File: src/sv/mgcc_pkg.sv
package mgcc_pkg;

   localparam int unsigned CHAN_W = 8;
   localparam int unsigned COORD_W = 10;
   localparam int unsigned CNT_W = 21;
   localparam int unsigned CSR_IDX_W = 2;
   localparam int unsigned CSR_DATA_W = 21;
   localparam int unsigned REQ_DATA_W = 72;
   localparam int unsigned RSP_DATA_W = 128;

   localparam logic [CNT_W-1:0] CNT_MAX = {CNT_W{1'b1}};

   localparam logic [CSR_IDX_W-1:0] CSR_MOTION_THRESHOLD = 2'd0;
   localparam logic [CSR_IDX_W-1:0] CSR_LABEL_ROW_GAP = 2'd1;
   localparam logic [CSR_IDX_W-1:0] CSR_WHITE_TRIGGER = 2'd2;

   localparam logic [CHAN_W-1:0] MOTION_THRESHOLD_RST = 8'd30;
   localparam logic [COORD_W-1:0] LABEL_ROW_GAP_RST = 10'd75;
   localparam logic [CNT_W-1:0] WHITE_TRIGGER_RST = 21'd100;

   // classification limits
   localparam logic [CHAN_W-1:0] YEL_R_MIN = 8'd96;
   localparam logic [CHAN_W-1:0] YEL_B_MAX = 8'd32;
   localparam logic [CHAN_W-1:0] RED_R_MIN = 8'd224;
   localparam logic [CHAN_W-1:0] RED_B_MAX = 8'd64;
   localparam logic [CHAN_W-1:0] RED_G_MAX = 8'd96;
   localparam logic [CHAN_W-1:0] PUR_MIN = 8'd128;
   localparam logic [CHAN_W-1:0] NEUTRAL_DIFF = 8'd20;
   localparam logic [CHAN_W-1:0] GRAY_LO = 8'd48;
   localparam logic [CHAN_W-1:0] GRAY_HI = 8'd80;
   localparam logic [CHAN_W-1:0] WHITE_MIN = 8'd175;

   typedef struct packed {
      logic yellow;
      logic red;
      logic purple;
      logic gray;
      logic white;
   } class_type;

   typedef struct packed {
      logic [CNT_W-1:0]   count_yellow;
      logic [CNT_W-1:0]   count_red;
      logic [CNT_W-1:0]   count_purple;
      logic [CNT_W-1:0]   count_gray;
      logic [CNT_W-1:0]   count_white;
      logic               label_found;
      logic [COORD_W-1:0] label_column;
      logic [COORD_W-1:0] label_row;
   } result_type;

   function automatic logic [CHAN_W-1:0] abs_diff(input logic [CHAN_W-1:0] a,
                                                  input logic [CHAN_W-1:0] b);
      abs_diff = (a > b) ? (a - b) : (b - a);
   endfunction

   function automatic logic [CNT_W-1:0] sat_inc(input logic [CNT_W-1:0] c);
      sat_inc = (c == CNT_MAX) ? c : (c + 1'b1);
   endfunction

endpackage

File: src/sv/mgcc_classify.sv
module mgcc_classify (
   input  logic [mgcc_pkg::CHAN_W-1:0] red,
   input  logic [mgcc_pkg::CHAN_W-1:0] green,
   input  logic [mgcc_pkg::CHAN_W-1:0] blue,
   input  logic [mgcc_pkg::CHAN_W-1:0] prev_red,
   input  logic [mgcc_pkg::CHAN_W-1:0] prev_green,
   input  logic [mgcc_pkg::CHAN_W-1:0] prev_blue,
   input  logic [mgcc_pkg::CHAN_W-1:0] motion_threshold,
   output mgcc_pkg::class_type         pixel_class
);
   import mgcc_pkg::*;

   logic        still;
   logic        is_yellow;
   logic        is_red;
   logic        is_purple;
   logic        is_neutral;
   logic        is_gray;
   logic        is_white;
   logic [11:0] r3;
   logic [11:0] b3r;
   logic [11:0] g10;
   logic [11:0] r9;
   logic [11:0] g5;
   logic [11:0] g4;
   logic [11:0] g2;

   assign still = (abs_diff(red, prev_red) < motion_threshold)
                && (abs_diff(green, prev_green) < motion_threshold)
                && (abs_diff(blue, prev_blue) < motion_threshold);

   assign r3  = {4'd0, red} + {3'd0, red, 1'b0};
   assign b3r = {4'd0, blue} + {3'd0, blue, 1'b0} + {4'd0, red};
   assign g10 = {3'd0, green, 1'b0} + {1'b0, green, 3'd0};
   assign r9  = {4'd0, red} + {1'b0, red, 3'd0};
   assign g5  = {4'd0, green} + {2'd0, green, 2'd0};
   assign g4  = {2'd0, green, 2'd0};
   assign g2  = {3'd0, green, 1'b0};

   assign is_yellow = (red > YEL_R_MIN) && (r3 > b3r) && (blue < YEL_B_MAX)
                    && (g10 < r9) && (g5 > r3);
   assign is_red = (red > RED_R_MIN) && (blue < RED_B_MAX) && (green < RED_G_MAX);
   assign is_purple = (red > PUR_MIN) && (blue > PUR_MIN) && (g4 < r3)
                    && (g2 > {4'd0, red});
   assign is_neutral = (abs_diff(red, green) < NEUTRAL_DIFF)
                     && (abs_diff(red, blue) < NEUTRAL_DIFF)
                     && (abs_diff(green, blue) < NEUTRAL_DIFF);
   assign is_gray = (red > GRAY_LO) && (green > GRAY_LO) && (blue > GRAY_LO)
                  && (red < GRAY_HI) && (green < GRAY_HI) && (blue < GRAY_HI);
   assign is_white = (red > WHITE_MIN) && (green > WHITE_MIN) && (blue > WHITE_MIN);

   // first matching rule wins
   always_comb begin
      pixel_class = '0;
      if (still) begin
         priority if (is_yellow) begin
            pixel_class.yellow = 1'b1;
         end else if (is_red) begin
            pixel_class.red = 1'b1;
         end else if (is_purple) begin
            pixel_class.purple = 1'b1;
         end else if (is_neutral && is_gray) begin
            pixel_class.gray = 1'b1;
         end else if (is_neutral && is_white) begin
            pixel_class.white = 1'b1;
         end else begin
            pixel_class = '0;
         end
      end
   end

endmodule

File: src/sv/mgcc_accum.sv
module mgcc_accum (
   input  logic                         clock,
   input  logic                         reset,
   input  logic                         pix_valid,
   input  mgcc_pkg::class_type          pixel_class,
   input  logic [mgcc_pkg::COORD_W-1:0] column,
   input  logic [mgcc_pkg::COORD_W-1:0] row,
   input  logic                         last_in_frame,
   input  logic [mgcc_pkg::COORD_W-1:0] label_row_gap,
   input  logic [mgcc_pkg::CNT_W-1:0]   white_trigger,
   output logic                         result_push,
   output mgcc_pkg::result_type         result
);
   import mgcc_pkg::*;

   logic [CNT_W-1:0]   yellow_ff, yellow_in;
   logic [CNT_W-1:0]   red_ff, red_in;
   logic [CNT_W-1:0]   purple_ff, purple_in;
   logic [CNT_W-1:0]   gray_ff, gray_in;
   logic [CNT_W-1:0]   white_ff, white_in;
   logic               seen_ff, seen_in;
   logic [COORD_W-1:0] lcol_ff, lcol_in;
   logic [COORD_W-1:0] lrow_ff, lrow_in;
   logic [COORD_W:0]   row_limit;
   logic               white_count_en;

   assign row_limit = {1'b0, lrow_ff} + {1'b0, label_row_gap};
   assign white_count_en = !seen_ff || ({1'b0, row} > row_limit);

   always_comb begin
      yellow_in = yellow_ff;
      red_in    = red_ff;
      purple_in = purple_ff;
      gray_in   = gray_ff;
      white_in  = white_ff;
      seen_in   = seen_ff;
      lcol_in   = lcol_ff;
      lrow_in   = lrow_ff;
      if (pix_valid) begin
         if (pixel_class.yellow) begin
            yellow_in = sat_inc(yellow_ff);
         end
         if (pixel_class.red) begin
            red_in = sat_inc(red_ff);
         end
         if (pixel_class.purple) begin
            purple_in = sat_inc(purple_ff);
         end
         if (pixel_class.gray) begin
            gray_in = sat_inc(gray_ff);
         end
         if (pixel_class.white) begin
            if (white_count_en) begin
               white_in = sat_inc(white_ff);
            end
            if (!seen_ff && (white_in > white_trigger)) begin
               seen_in = 1'b1;
               lcol_in = column;
               lrow_in = row;
            end
         end
      end
   end

   assign result_push = pix_valid && last_in_frame;

   always_comb begin
      result.count_yellow = yellow_in;
      result.count_red    = red_in;
      result.count_purple = purple_in;
      result.count_gray   = gray_in;
      result.count_white  = white_in;
      result.label_found  = seen_in;
      result.label_column = seen_in ? lcol_in : '0;
      result.label_row    = seen_in ? lrow_in : '0;
   end

   always_ff @(posedge clock) begin
      if (reset || result_push) begin
         yellow_ff <= '0;
         red_ff    <= '0;
         purple_ff <= '0;
         gray_ff   <= '0;
         white_ff  <= '0;
         seen_ff   <= 1'b0;
         lcol_ff   <= '0;
         lrow_ff   <= '0;
      end else begin
         yellow_ff <= yellow_in;
         red_ff    <= red_in;
         purple_ff <= purple_in;
         gray_ff   <= gray_in;
         white_ff  <= white_in;
         seen_ff   <= seen_in;
         lcol_ff   <= lcol_in;
         lrow_ff   <= lrow_in;
      end
   end

endmodule

File: src/sv/mgcc_rsp_queue.sv
module mgcc_rsp_queue (
   input  logic                 clock,
   input  logic                 reset,
   input  logic                 push,
   input  mgcc_pkg::result_type push_data,
   output logic                 pop_valid,
   input  logic                 pop_ready,
   output mgcc_pkg::result_type pop_data,
   output logic [1:0]           fill
);
   import mgcc_pkg::*;

   result_type mem_ff [2];
   logic       wr_ptr_ff, wr_ptr_in;
   logic       rd_ptr_ff, rd_ptr_in;
   logic [1:0] count_ff, count_in;
   logic       pop;

   assign pop       = pop_valid && pop_ready;
   assign pop_valid = (count_ff != 2'd0);
   assign pop_data  = mem_ff[rd_ptr_ff];
   assign fill      = count_ff;

   always_comb begin
      wr_ptr_in = push ? !wr_ptr_ff : wr_ptr_ff;
      rd_ptr_in = pop ? !rd_ptr_ff : rd_ptr_ff;
      count_in  = count_ff + {1'b0, push} - {1'b0, pop};
   end

   always_ff @(posedge clock) begin
      if (push) begin
         mem_ff[wr_ptr_ff] <= push_data;
      end
   end

   always_ff @(posedge clock) begin
      if (reset) begin
         wr_ptr_ff <= 1'b0;
         rd_ptr_ff <= 1'b0;
         count_ff  <= 2'd0;
      end else begin
         wr_ptr_ff <= wr_ptr_in;
         rd_ptr_ff <= rd_ptr_in;
         count_ff  <= count_in;
      end
   end

endmodule

File: src/sv/motion_gated_color_class_counter.sv
// a frame's result appears once its last request has passed the input register and the result queue
// throughput: one request per cycle; the two-entry result queue holds requests
//   back only when it could overflow (full, or one result queued and another in
//   flight) and no result leaves in that cycle
// reset: synchronous, active high; clears all counts, the label position and the
//   result queue, and restores thresholds to 30, 75 and 100
module motion_gated_color_class_counter (
   input  logic                               clock,
   input  logic                               reset,
   input  logic                               req_tvalid,
   output logic                               req_tready,
   // red, green, blue, prev_red, prev_green, prev_blue, column, row, zero pad
   input  logic [mgcc_pkg::REQ_DATA_W-1:0]    req_tdata,
   input  logic                               req_tlast,
   output logic                               rsp_tvalid,
   input  logic                               rsp_tready,
   // count_yellow, count_red, count_purple, count_gray, count_white,
   // label_found, label_column, label_row, zero pad
   output logic [mgcc_pkg::RSP_DATA_W-1:0]    rsp_tdata,
   input  logic                               csr_valid,
   output logic                               csr_ready,
   input  logic [mgcc_pkg::CSR_IDX_W-1:0]     csr_index,
   input  logic [mgcc_pkg::CSR_DATA_W-1:0]    csr_data
);
   import mgcc_pkg::*;

   logic [CHAN_W-1:0]  motion_threshold_ff;
   logic [COORD_W-1:0] label_row_gap_ff;
   logic [CNT_W-1:0]   white_trigger_ff;

   logic               pix_valid_ff;
   logic [CHAN_W-1:0]  red_ff, green_ff, blue_ff;
   logic [CHAN_W-1:0]  prev_red_ff, prev_green_ff, prev_blue_ff;
   logic [COORD_W-1:0] column_ff, row_ff;
   logic               last_ff;

   logic               req_accept;
   logic               rsp_pop;
   class_type          pixel_class;
   logic               result_push;
   result_type         result;
   result_type         rsp_result;
   logic [1:0]         fill;

   assign csr_ready  = 1'b1;
   assign req_accept = req_tvalid && req_tready;
   assign rsp_pop    = rsp_tvalid && rsp_tready;
   // room for a result from the held request and one from the incoming one
   assign req_tready = ({1'b0, fill} + {2'd0, pix_valid_ff && last_ff})
                       <= ({2'd0, rsp_pop} + 3'd1);

   always_ff @(posedge clock) begin
      if (reset) begin
         motion_threshold_ff <= MOTION_THRESHOLD_RST;
         label_row_gap_ff    <= LABEL_ROW_GAP_RST;
         white_trigger_ff    <= WHITE_TRIGGER_RST;
      end else if (csr_valid && csr_ready) begin
         unique case (csr_index)
            CSR_MOTION_THRESHOLD: begin
               motion_threshold_ff <= csr_data[CHAN_W-1:0];
            end
            CSR_LABEL_ROW_GAP: begin
               label_row_gap_ff <= csr_data[COORD_W-1:0];
            end
            CSR_WHITE_TRIGGER: begin
               white_trigger_ff <= csr_data[CNT_W-1:0];
            end
            default: begin
            end
         endcase
      end
   end

   always_ff @(posedge clock) begin
      if (reset) begin
         pix_valid_ff <= 1'b0;
      end else begin
         pix_valid_ff <= req_accept;
      end
   end

   always_ff @(posedge clock) begin
      if (req_accept) begin
         red_ff        <= req_tdata[7:0];
         green_ff      <= req_tdata[15:8];
         blue_ff       <= req_tdata[23:16];
         prev_red_ff   <= req_tdata[31:24];
         prev_green_ff <= req_tdata[39:32];
         prev_blue_ff  <= req_tdata[47:40];
         column_ff     <= req_tdata[57:48];
         row_ff        <= req_tdata[67:58];
         last_ff       <= req_tlast;
      end
   end

   mgcc_classify u_classify (
      .red              (red_ff),
      .green            (green_ff),
      .blue             (blue_ff),
      .prev_red         (prev_red_ff),
      .prev_green       (prev_green_ff),
      .prev_blue        (prev_blue_ff),
      .motion_threshold (motion_threshold_ff),
      .pixel_class      (pixel_class)
   );

   mgcc_accum u_accum (
      .clock         (clock),
      .reset         (reset),
      .pix_valid     (pix_valid_ff),
      .pixel_class   (pixel_class),
      .column        (column_ff),
      .row           (row_ff),
      .last_in_frame (last_ff),
      .label_row_gap (label_row_gap_ff),
      .white_trigger (white_trigger_ff),
      .result_push   (result_push),
      .result        (result)
   );

   mgcc_rsp_queue u_rsp_queue (
      .clock     (clock),
      .reset     (reset),
      .push      (result_push),
      .push_data (result),
      .pop_valid (rsp_tvalid),
      .pop_ready (rsp_tready),
      .pop_data  (rsp_result),
      .fill      (fill)
   );

   assign rsp_tdata = {2'd0,
                       rsp_result.label_row,
                       rsp_result.label_column,
                       rsp_result.label_found,
                       rsp_result.count_white,
                       rsp_result.count_gray,
                       rsp_result.count_purple,
                       rsp_result.count_red,
                       rsp_result.count_yellow};

endmodule
File: config.mk
export PLATFORM = sky130hd
export DESIGN_NAME = motion_gated_color_class_counter
export DESIGN_NICKNAME = d
export VERILOG_FILES = /design/src/sv/mgcc_pkg.sv /design/src/sv/mgcc_classify.sv /design/src/sv/mgcc_accum.sv /design/src/sv/mgcc_rsp_queue.sv /design/src/sv/motion_gated_color_class_counter.sv
export SDC_FILE = /design/constraint.sdc
export NUM_CORES = 1
export LEC_CHECK = 0
export BUFFER_PORTS_ARGS = -buffer_cell sky130_fd_sc_hd__buf_2
export CAP_MARGIN = 20
export CORE_ASPECT_RATIO = 1.4
export CORE_MARGIN = 8
export CORE_UTILIZATION = 60
export DETAILED_ROUTE_END_ITERATION = 8
export HOLD_SLACK_MARGIN = 0.08
export PLACE_DENSITY_LB_ADDON = 0.12
export SYNTH_ARGS = -nofsm -noshare
export SYNTH_HDL_FRONTEND = slang
export SYNTH_HIERARCHICAL = 1
export SYNTH_SLANG_ARGS = --single-unit
File: constraint.sdc
create_clock -name clock -period 8.2 [get_ports clock]
set_input_delay 1.64 -clock clock [delete_from_list [all_inputs] [get_ports clock]]
set_output_delay 1.64 -clock clock [all_outputs]
set_load 0.01 [all_outputs]
==> summary.txt <==
Distinct cells, synth - 95
Fin Setup TNS - 0 ps
cell taking the most area after synthesis - edfxtp_1
final setup vio count - 0
final core utilization - 0.676
Num CTS Buffers - 47
Worst Setup SP - red_ff[2]
Core Footprint - 45800 um2
worst-margin pin slew - 1080 ps
LEAKAGE - 0.0126 uW
Cell Area, Synth - 27700 um2
Initial Utilization - 0.605
status - completed
Hold Crit Depth - 2
Cell Chain, Critical Path - inv_1, ha_1, a21o_1, a21oi_1, o22ai_1, o22ai_2, mux2_2, a211oi_1, o21ai_1, xnor2_1, ha_1, nand3_1, o31ai_1, nor4_4, inv_1, nor2_1, nand2_1, nor4_1, nand4_1, or3b_1, xnor2_1, and2_1
critical hold path startpoint - u_accum/lcol_ff[2]
Max VDD drop - 0.357 mV
Pre-antenna DRT Iters - 5
family with the most delay on the worst path - simple AND/OR/NAND/NOR gates
chip width - 198 um
Worst Hold Class - reg2reg
Largest stage delay, worst path - 730 ps
Post-Place Worst Slack - 1350 ps
required time worst endpoint - 8720 ps
first-pass GRT wire length - 101 mm
pin count of the biggest net entering global routing - 87
Pins Over Slew Limit - 0
register area - 13100 um2
Hold-fix buffers, CTS - 0
Gate Count Post-Synth - 2426
Max-slew headroom - 0.282
boundary pin count - 232
routed vias/inst - 5.73
unrepaired setup endpoints after global routing - false
CTS clk-pin slew, worst paths - 60 ps
grt ovf - 0
flop and latch count out of synthesis - 492
max cap viols - 0
final worst-path cycle share - 0.848
top cells by area, synth - edfxtp_1 35%, dfxtp_1 12%, ha_1 11%
post-CTS resize count - 0
vias - 18900
Worst setup EP type - register
layout cells sized above 1 - 0.188
EDFF count, synth - 321
initial antenna violation count - 5
die height - 270 um
Multi-input gate area - 13800 um2
DR iter-0 viols - 1008
drt wl/cell - 19.3 um
row cnt - 93
sequential-to-total area share from yosys stat - 0.471
post-synthesis async set-or-reset flop share - 0
hpwl dp - 46.5 mm
root buf cell - clkbuf_16
worst-skew pair later-pin latency - 600 ps
remaining routing DRC violations - 0
Yosys top cell area share - 0.348
Mapped Avg Cell Area - 11.4 um2
Final Hold Viols - 0
TritonCTS clock tree - built
Critical Path Stages - 22
final WL - 63.5 mm
final-layout fill cell count - 3562
FMAX - 0.144 GHz
Max FO, Critical Path - 12
crit path kind - reg2reg
fin worst setup slack - 1240 ps
Critical Path AT - 7480 ps
final net count - 3002
PD cells - 406 nW/um2
total track usage - 0.234
CTS Sinks - 492
Setup Skew - 26.8 ps
FF-to-FF path depth - 22
final RePlAce weighted congestion - 0.911
# H-tree levels - 2
startpoint class of the critical path - register
shortest period the worst path allows - 6960 ps
total die area - 53400 um2
Crit-path slowest cell - edfxtp_1
main flop type after synthesis - edfxtp_1
area delta synth->final - 11.7%
synth warn - 6
CTS max path bufs - 3
vias in the first global route - 19300
worst reg2reg path startpoint - red_ff[2]
Buf/Inv on CP - 2
port buffer count - 224
Post-CTS Setup Bufs - 0
Detail Route Antenna Nets - 0
[cells by family after synthesis]
family	Yosys count	share of synthesized area
compound gates	365	0.0864
fa+ha+maj	262	0.123
mux	230	0.0950
xor+xnor	160	0.0510
flops	492	0.471
buf+inv	221	0.0342
simple gates	694	0.139
other cells	2	0.000271
[routing by layer]
layer  routed length, um  vias up  GRT usage
li1                    -     9258          -
met1               26100     9094      0.274
met2               32000      403      0.418
met3                2890      131     0.0365
met4                2460        2     0.0957
met5                  10        -          0
[registers in the layout, summed over array words and instances (netlist names), 2 cells and up, named ones only]
name                 flops
u_accum/red_ff          21
row_ff                  10
u_rsp_queue/fill         2
u_accum/white_ff        21
u_accum/lrow_ff         10
white_trigger_ff        21
prev_green_ff            8
green_ff                 8
prev_blue_ff             8
column_ff               10
label_row_gap_ff        10
red_ff                   8
u_rsp_queue/mem_ff     252
blue_ff                  8
prev_red_ff              8
u_accum/yellow_ff       21
u_accum/lcol_ff         10
u_accum/purple_ff       21
u_accum/gray_ff         21
motion_threshold_ff      8
[worst paths after layout]
| check | slack (ps) | end |
|---|---|---|
| worst max-delay path | 1240 | u_accum/yellow_ff[19] |
| worst min-delay path | 460 | u_accum/lcol_ff[2] |
| worst max register to register | 1240 | u_accum/yellow_ff[19] |
| worst min register to register | 460 | u_accum/lcol_ff[2] |
[per-stage QoR]
| stage | area [um2] | hold WS (ps) | std cells | power, uW |
|---|---|---|---|---|
| 2_1_floorplan | 27700 | 435 | 2427 | 8600 |
| 3_3_place_gp | 29400 | 442 | 3206 | 10200 |
| 3_5_place_dp | 29400 | 452 | 3206 | 10400 |
| 6_report | 31000 | 461 | 3298 | 12600 |
| 5_1_grt | 31000 | 483 | 3296 | 13700 |
| 4_1_cts | 30900 | 461 | 3293 | 12600 |
[cells in the mapped netlist, drive strengths merged, types with 68 or more instances]
cell / instances
nor2: 96
nand2: 156
ha: 243
a21oi: 114
edfxtp: 321
mux2i: 84
inv: 139
and2: 93
mux2: 146
o21ai: 68
dfxtp: 171
xnor2: 92
[worst min-delay path: stages, from the launching register on]
cell,delay [ps]
dfxtp_1,310
nand2_1,50
mux2i_1,50
[area by class of cell]
class | instances | share of cell area
Inverter | 139 | 0.0168
Timing Repair Buffer | 245 | 0.0417
Multi-Input combinational cell | 1714 | 0.444
Tap cell | 617 | 0.0249
Antenna cell | 4 | 0.000323
Clock buffer | 64 | 0.0416
Clock inverter | 23 | 0.00852
Sequential cell | 492 | 0.422
[power by group]
group | internal [uW] | switching [uW]
clock network | 1240 | 933
logic | 3030 | 3910
registers | 3080 | 397
[placed cells by master (no fill, tap or decap), drive strengths merged, types with 84 or more instances in the layout]
master | Yosys | routed
edfxtp | 321 | 321
buf | 44 | 245
ha | 243 | 243
dfxtp | 171 | 171
nand2 | 156 | 156
mux2 | 146 | 146
inv | 139 | 142
a21oi | 114 | 114
nor2 | 96 | 96
and2 | 93 | 93
xnor2 | 92 | 92
mux2i | 84 | 84
Note: power is estimated with default switching activity, not from simulation.
